$ cat config.mk
export PLATFORM = sky130hd
export DESIGN_NAME = insertion_sort_with_stats_core
export DESIGN_NICKNAME = d
export VERILOG_FILES = /design/src/rtl/isws_pkg.sv /design/src/rtl/insertion_sort_with_stats_core.sv /design/src/rtl/isws_ctrl.sv /design/src/rtl/isws_dp.sv
export SDC_FILE = /design/constraint.sdc
export NUM_CORES = 2
export LEC_CHECK = 0
export BUFFER_PORTS_ARGS = -buffer_cell sky130_fd_sc_hd__buf_4
export CELL_PAD_IN_SITES_DETAIL_PLACEMENT = 1
export CELL_PAD_IN_SITES_GLOBAL_PLACEMENT = 1
export CORE_ASPECT_RATIO = 0.6
export CORE_MARGIN = 5
export CORE_UTILIZATION = 55
export CTS_CLUSTER_SIZE = 8
export DETAILED_ROUTE_END_ITERATION = 6
export PLACE_DENSITY_LB_ADDON = 0.2
export SYNTH_ARGS = -nofsm -noshare
export SYNTH_HDL_FRONTEND = slang
export SYNTH_SLANG_ARGS = --single-unit
$ cat constraint.sdc
create_clock -name i_clk -period 17 [get_ports i_clk]
set_input_delay 0 -clock i_clk [delete_from_list [all_inputs] [get_ports i_clk]]
set_output_delay 0 -clock i_clk [all_outputs]
set_load 0.1 [all_outputs]
$ cat src/rtl/isws_pkg.sv
// Shared types and constants of the insertion sorter with operation counts.
package isws_pkg;

    localparam int VAL_W = 32;
    localparam int CNT_W = 12;
    localparam logic [CNT_W-1:0] CNT_MAX = {CNT_W{1'b1}};

    // One input beat.
    typedef struct packed {
        logic signed [VAL_W-1:0] value;
        logic                    last;
    } t_in;

    // One result beat.
    typedef struct packed {
        logic signed [VAL_W-1:0] sorted_value;
        logic [CNT_W-1:0]        comparisons;
        logic [CNT_W-1:0]        moves;
        logic                    overflow;
        logic                    final_res;
    } t_out;

    // Commands from the controller to the datapath.
    typedef struct packed {
        logic insert;
        logic tally;
        logic emit;
        logic clear;
    } t_cmd;

    // Status from the datapath to the controller.
    typedef struct packed {
        logic full;
        logic empty;
        logic one_left;
        logic out_free;
    } t_stat;

endpackage

$ cat src/rtl/insertion_sort_with_stats_core.sv
// Top level of the stable insertion sorter with comparison and move counts.
//
//  Channel   Direction  Handshake                 Beat contents
//  -------   ---------  ------------------------  ------------------------------------
//  in        input      i_in_valid / o_in_ready   value to sort, last-of-set flag
//  out       output     o_out_valid / i_out_ready sorted value, counts, overflow, final
//
// Each input beat passes through an insert step, in which every stored cell
// compares itself with the new value and the row shifts to open the slot,
// and a tally step, in which the comparison and move totals are updated from
// the shift count. After the beat marked last, the sorted set leaves at one
// beat per cycle while the sink is ready. Reset is synchronous and active
// low; it empties the store and clears all counts and the output register's
// valid flag. A stalled sink holds the current result beat steady and pauses
// the drain; the input stays closed until the last beat of the set has been
// loaded into the output register.
module insertion_sort_with_stats_core #(
    parameter int DEPTH = 32
) (
    input  logic           i_clk,
    input  logic           i_rst_n,
    input  logic           i_in_valid,
    output logic           o_in_ready,
    input  isws_pkg::t_in  i_in,
    output logic           o_out_valid,
    input  logic           i_out_ready,
    output isws_pkg::t_out o_out
);

    // Command and status bundles between the sequencer and the datapath.
    isws_pkg::t_cmd  w_cmd;
    isws_pkg::t_stat w_stat;

    // The controller walks through accept, tally and drain phases. It raises
    // insert, tally or emit by phase, adding clear where a set ends, and never looks at the data values itself.
    isws_ctrl u_ctrl (
        .i_clk      (i_clk),
        .i_rst_n    (i_rst_n),
        .i_in_valid (i_in_valid),
        .i_in_last  (i_in.last),
        .o_in_ready (o_in_ready),
        .i_stat     (w_stat),
        .o_cmd      (w_cmd)
    );

    // The datapath holds the sorted row of cells, the element count, the
    // saturating totals, the overflow flag and the registered result beat.
    // Values arriving with the row full are dropped and only raise overflow.
    isws_dp #(
        .DEPTH (DEPTH)
    ) u_dp (
        .i_clk       (i_clk),
        .i_rst_n     (i_rst_n),
        .i_cmd       (w_cmd),
        .o_stat      (w_stat),
        .i_in        (i_in),
        .i_out_ready (i_out_ready),
        .o_out_valid (o_out_valid),
        .o_out       (o_out)
    );

endmodule

$ cat src/rtl/isws_ctrl.sv
// Controller of the insertion sorter: sequences insert, tally and emit phases.
module isws_ctrl (
    input  logic           i_clk,
    input  logic           i_rst_n,
    input  logic           i_in_valid,
    input  logic           i_in_last,
    output logic           o_in_ready,
    input  isws_pkg::t_stat i_stat,
    output isws_pkg::t_cmd  o_cmd
);

    typedef enum logic [1:0] {
        S_IN,
        S_TALLY,
        S_EMIT
    } t_state;

    t_state r_state;
    t_state n_state;
    logic   r_last;

    assign o_in_ready = (r_state == S_IN);

    always_comb begin
        o_cmd   = '0;
        n_state = r_state;
        unique case (r_state)
            S_IN: begin
                if (i_in_valid) begin
                    o_cmd.insert = 1'b1;
                    n_state      = S_TALLY;
                end
            end
            S_TALLY: begin
                o_cmd.tally = 1'b1;
                if (r_last) begin
                    if (i_stat.empty) begin
                        o_cmd.clear = 1'b1;
                        n_state     = S_IN;
                    end else begin
                        n_state = S_EMIT;
                    end
                end else begin
                    n_state = S_IN;
                end
            end
            S_EMIT: begin
                if (i_stat.out_free) begin
                    o_cmd.emit = 1'b1;
                    if (i_stat.one_left) begin
                        o_cmd.clear = 1'b1;
                        n_state     = S_IN;
                    end
                end
            end
            default: n_state = S_IN;
        endcase
    end

    always_ff @(posedge i_clk) begin
        if (!i_rst_n) begin
            r_state <= S_IN;
            r_last  <= 1'b0;
        end else begin
            r_state <= n_state;
            if (o_cmd.insert) begin
                r_last <= i_in_last;
            end
        end
    end

endmodule

$ cat src/rtl/isws_dp.sv
// Datapath of the insertion sorter: sorted cell row, counters and output register.
module isws_dp #(
    parameter int DEPTH = 32
) (
    input  logic            i_clk,
    input  logic            i_rst_n,
    input  isws_pkg::t_cmd  i_cmd,
    output isws_pkg::t_stat o_stat,
    input  isws_pkg::t_in   i_in,
    input  logic            i_out_ready,
    output logic            o_out_valid,
    output isws_pkg::t_out  o_out
);

    localparam int CW = $clog2(DEPTH + 1);
    localparam int IW = $clog2(DEPTH);

    logic signed [isws_pkg::VAL_W-1:0] r_cell [DEPTH];
    logic signed [isws_pkg::VAL_W-1:0] n_cell [DEPTH];
    logic [CW-1:0]               r_count;
    logic [CW-1:0]               n_count;
    logic [isws_pkg::CNT_W-1:0]  r_cmp;
    logic [isws_pkg::CNT_W-1:0]  n_cmp;
    logic [isws_pkg::CNT_W-1:0]  r_mov;
    logic [isws_pkg::CNT_W-1:0]  n_mov;
    logic                        r_drop;
    logic                        n_drop;
    logic [CW-1:0]               r_shift;
    logic                        r_had;
    logic                        r_out_valid;
    isws_pkg::t_out              r_out;

    logic [DEPTH-1:0]            w_le;
    logic [DEPTH-1:0]            w_slot;
    logic [IW-1:0]               w_pos;
    logic [CW-1:0]               w_inc;
    logic [isws_pkg::CNT_W:0]    w_cmp_sum;
    logic [isws_pkg::CNT_W:0]    w_mov_sum;
    logic                        w_full;

    assign w_full = (r_count == CW'(DEPTH));

    // Each stored cell compares itself with the arriving value. Because the
    // row is sorted and occupied from cell 0, the "not greater" flags form a
    // prefix and the insertion slot is the single cell where that prefix ends.
    always_comb begin
        for (int i = 0; i < DEPTH; i++) begin
            w_le[i] = (CW'(i) < r_count) && (r_cell[i] <= i_in.value);
        end
        w_slot[0] = !w_le[0];
        for (int i = 1; i < DEPTH; i++) begin
            w_slot[i] = !w_le[i] && w_le[i-1];
        end
        w_pos = '0;
        for (int i = 0; i < DEPTH; i++) begin
            if (w_slot[i]) begin
                w_pos = w_pos | IW'(i);
            end
        end
    end

    always_comb begin
        for (int i = 0; i < DEPTH; i++) begin
            n_cell[i] = r_cell[i];
        end
        if (i_cmd.insert && !w_full) begin
            n_cell[0] = w_le[0] ? r_cell[0] : i_in.value;
            for (int i = 1; i < DEPTH; i++) begin
                if (w_le[i]) begin
                    n_cell[i] = r_cell[i];
                end else if (w_slot[i]) begin
                    n_cell[i] = i_in.value;
                end else begin
                    n_cell[i] = r_cell[i-1];
                end
            end
        end else if (i_cmd.emit) begin
            for (int i = 0; i < DEPTH - 1; i++) begin
                n_cell[i] = r_cell[i+1];
            end
        end
    end

    // Comparisons and moves both grow by the shift count plus one for every
    // element inserted while the row already held another.
    assign w_inc     = r_had ? (r_shift + CW'(1)) : '0;
    assign w_cmp_sum = {1'b0, r_cmp} + (isws_pkg::CNT_W + 1)'(w_inc);
    assign w_mov_sum = {1'b0, r_mov} + (isws_pkg::CNT_W + 1)'(w_inc);

    always_comb begin
        n_count = r_count;
        n_cmp   = r_cmp;
        n_mov   = r_mov;
        n_drop  = r_drop;
        if (i_cmd.insert) begin
            if (w_full) begin
                n_drop = 1'b1;
            end else begin
                n_count = r_count + CW'(1);
            end
        end
        if (i_cmd.tally) begin
            n_cmp = w_cmp_sum[isws_pkg::CNT_W] ? isws_pkg::CNT_MAX
                                               : w_cmp_sum[isws_pkg::CNT_W-1:0];
            n_mov = w_mov_sum[isws_pkg::CNT_W] ? isws_pkg::CNT_MAX
                                               : w_mov_sum[isws_pkg::CNT_W-1:0];
        end
        if (i_cmd.emit) begin
            n_count = r_count - CW'(1);
        end
        if (i_cmd.clear) begin
            n_count = '0;
            n_cmp   = '0;
            n_mov   = '0;
            n_drop  = 1'b0;
        end
    end

    always_ff @(posedge i_clk) begin
        for (int i = 0; i < DEPTH; i++) begin
            r_cell[i] <= n_cell[i];
        end
        if (i_cmd.insert) begin
            r_shift <= r_count - CW'(w_pos);
            r_had   <= (r_count != '0) && !w_full;
        end
        if (i_cmd.emit) begin
            r_out.sorted_value <= r_cell[0];
            r_out.comparisons  <= r_cmp;
            r_out.moves        <= r_mov;
            r_out.overflow     <= r_drop;
            r_out.final_res    <= (r_count == CW'(1));
        end
    end

    always_ff @(posedge i_clk) begin
        if (!i_rst_n) begin
            r_count     <= '0;
            r_cmp       <= '0;
            r_mov       <= '0;
            r_drop      <= 1'b0;
            r_out_valid <= 1'b0;
        end else begin
            r_count <= n_count;
            r_cmp   <= n_cmp;
            r_mov   <= n_mov;
            r_drop  <= n_drop;
            if (i_cmd.emit) begin
                r_out_valid <= 1'b1;
            end else if (i_out_ready) begin
                r_out_valid <= 1'b0;
            end
        end
    end

    assign o_stat.full     = w_full;
    assign o_stat.empty    = (r_count == '0);
    assign o_stat.one_left = (r_count == CW'(1));
    assign o_stat.out_free = !r_out_valid || i_out_ready;

    assign o_out_valid = r_out_valid;
    assign o_out       = r_out;

endmodule

==> out/metrics.csv <==
metric,value,unit
fin_cells,9893,
setup_violations,0,
path_max_fanout,32,
grt_pass1_vias,70100,
grt_max_degree,298,
port_buffers,96,
crit_path_end_kind,register,
rrSetupSlack,10750,ps
grt_overflow_total,0,
vias_per_cell,7.19,
die-area,151000,um2
dr_wl_met2,128000,um
dp.cells,9640,
nFillCells,15500,
timing.rr.end,u_dp.r_cell[1][7]$_DFFE_PP_,
period_share,0.391,
die_w,499,um
seqCellArea,33400,um2
cts_hold_buf,38,
io_pins,97,
synth_cells,7952,
final_area,86400,um2
avgSynthCellArea,9.91,um2
cp_data_required_time,17530,ps
worst_pin_slew,1330,ps
nNetsFinal,9020,
cts-buffers-inserted,158,
crit_arrival,7180,ps
hpwl,234000,um
clock_path_buffers,3,
synth-edff-count,1089,
wl_met3,54100,um
cp-start-kind,primary input,
initial_core_util,0.554,
cts_sinks,1124,
first_pass_iters,6,
holdCritPathClass,in2reg,
clkLatencyLatePin,810,ps
cts.clk_slew.worst_paths,50,ps
grt_pass1_wl,477000,um
slowest_stage,a211o_2,
synth-seq-cells,1124,
hold_viol,0,
synthDistinctLibCells,88,
holdPathStages,4,
synthArstFlopShare,0,
finalWirelength,333000,um
cts-root-buf,clkbuf_16,
synthesis.area,78800,um2
cts.htree.levels,4,
r2r_cells,12,
rsz0062_at_grt,no,
gp_congestion,0.988,
fin_skew,22.1,ps
ys_seq_area_frac,0.424,
outcome,completed,
critPathMaxStageDelay,860,ps
min_from,i_in_valid,
multi_input_area,43400,um2
powerDensity,103,nW/um2
area_growth,9.68,%
cts.repair.resized,0,
first_iter_violations,10700,
synthFlopType,edfxtp_1,
drt-met1-wl,136000,um
worst-setup-path-type,in2reg,
final_common_cell,nand2_1,
antenna_left,0,
ys_warn_count,0,
max-cap-violations,0,
slew_headroom,0.102,
max_freq,151,MHz
die_y,303,um
rr_startpoint,u_dp.r_count[1]$_SDFFE_PP0P_,
setup_tns,0,ps
track_usage,0.426,
final_cell_mix,"nand2_1 (1298), o21ai_0 (1153), edfxtp_1 (1089), ha_1 (1049), mux2i_1 (805)",
wl_per_cell,33.6,um
cts_tree,built,
grt_antenna_before_repair,17,
synth_nets,9041,
period_minus_slack,6640,ps
path_cells,dlygate4sd3_1 -> buf_4 -> inv_2 -> buf_4 -> buf_4 -> ha_1 -> nand4_1 -> or4_1 -> nor3_1 -> o41ai_1 -> nor4b_2 -> xor2_1 -> a211o_2 -> nand3_1 -> nor4_1 -> ha_1 -> a21o_1 -> a21o_1 -> a21o_1 -> a21oi_1 -> xor2_1,
vias,71100,
holdPathEnd,u_ctrl.r_state[0]$_SDFFE_PN0P_,
num_rows,107,
dr.max_layer_used,met5,
drv_slew,0,
fp.coreArea,142000,um2
hold_ws,172,ps
postCtsSetupBuffers,0,
place_area,81600,um2
p_leak,35.8,nW
drc,0,
ir_drop,0.0796,mV
drive_above_1_share,0.0673,
==> cells in the mapped netlist (all sizes together), types with 17 or more instances <==
cell type  count  area share
nand2       1302       0.062
o21ai       1162       0.074
edfxtp      1089        0.42
ha          1049        0.17
mux2i        805        0.10
a21oi        629       0.040
clkbuf       362       0.017
nor2         295       0.014
nand4        224       0.018
buf          107      0.0066
nand3        103      0.0065
inv           99      0.0047
a21o          66      0.0063
nor2b         50      0.0040
nor4          50      0.0041
a211oi        49      0.0047
nor3          47      0.0030
o211ai        45      0.0044
dfxtp         35      0.0089
clkinv        31      0.0015
nand2b        29      0.0023
a31oi         22      0.0017
o21a          20      0.0019
a221oi        18      0.0020
a21boi        17      0.0016
xnor2         17      0.0019
==> stage by stage <==
step | util | setup slack [ps] | power, mW
2_1_floorplan | - | 11580 | 4.89
3_3_place_gp | 0.574 | 10490 | 5.58
3_5_place_dp | 0.574 | 10470 | 5.74
4_1_cts | 0.608 | 10680 | 8.75
5_1_grt | 0.608 | 10280 | 9.15
6_report | 0.608 | 10360 | 8.88
==> flip-flops by register name (all words and copies together), names as in the netlist <==
register          count
u_dp.r_cell        1024
u_dp.o_out           58
u_dp.r_cmp           12
u_dp.r_mov           12
u_dp.r_count          6
u_dp.r_shift          6
u_ctrl.r_state        2
u_ctrl.r_last         1
u_dp.o_out_valid      1
u_dp.r_drop           1
u_dp.r_had            1
==> metal layers <==
layer / global-route usage / up-vias
met5: 0 / -
met3: 0.161 / 797
met1: 0.613 / 35300
met2: 0.568 / 5265
met4: 0.182 / 14
li1: - / 29800
==> logic make-up (layout without fill, tap and decap cells) <==
logic type	Yosys count	count (layout)	share of synthesized area
adder cells (fa/ha/maj)	1052	1052	0.167
flip-flops	1124	1124	0.424
AO/OA/AOI/OAI	2154	2154	0.151
other	0	7	0
AND/OR/NAND/NOR	2189	2189	0.122
multiplexers	809	809	0.103
XOR/XNOR	25	25	0.00278
buffers and inverters	599	626	0.0300
==> worst max-delay path by stage <==
| stage | from | end | cells past startpoint |
|---|---|---|---|
| 6_report | i_in[30] | u_dp.r_shift[5]$_DFFE_PP_ | 21 |
| 5_1_grt | i_in[30] | u_dp.r_shift[5]$_DFFE_PP_ | 21 |
| 4_1_cts | i_in[10] | u_dp.r_shift[5]$_DFFE_PP_ | 21 |
| 3_5_place_dp | i_in[26] | u_dp.r_shift[5]$_DFFE_PP_ | 19 |
| 3_3_place_gp | i_in[10] | u_dp.r_shift[5]$_DFFE_PP_ | 20 |
| 2_1_floorplan | i_in[32] | u_dp.r_shift[5]$_DFFE_PP_ | 20 |
==> critical path, delay by kind of cell <==
kind                       cells  cell delay (ps)
AOI/OAI and AO/OA              6             1780
xor gates and xnor gates       2              370
adders and majority gates      2              740
buffers and inverters          5             1770
and+or+nand+nor                6             2360
==> report_power, final <==
group | internal (mW) | switching, mW | leakage [nW] | total, mW
sequential | 3.47 | 0.405 | 10.8 | 3.87
combinational | 0.666 | 1.31 | 22.8 | 1.98
clock | 1.75 | 1.28 | 2.13 | 3.03
total | 5.88 | 3.00 | 35.8 | 8.88
==> final cells by class <==
cell class	count	share of cell area
tap	1907	0.0276
antenna	7	0.000203
timing repair buffer	288	0.0268
clock buffer	202	0.0496
sequential	1124	0.387
clock inverter	6	0.000941
multi-input combinational	6229	0.503
inverter	130	0.00565
(Power assumes the default switching activity.)
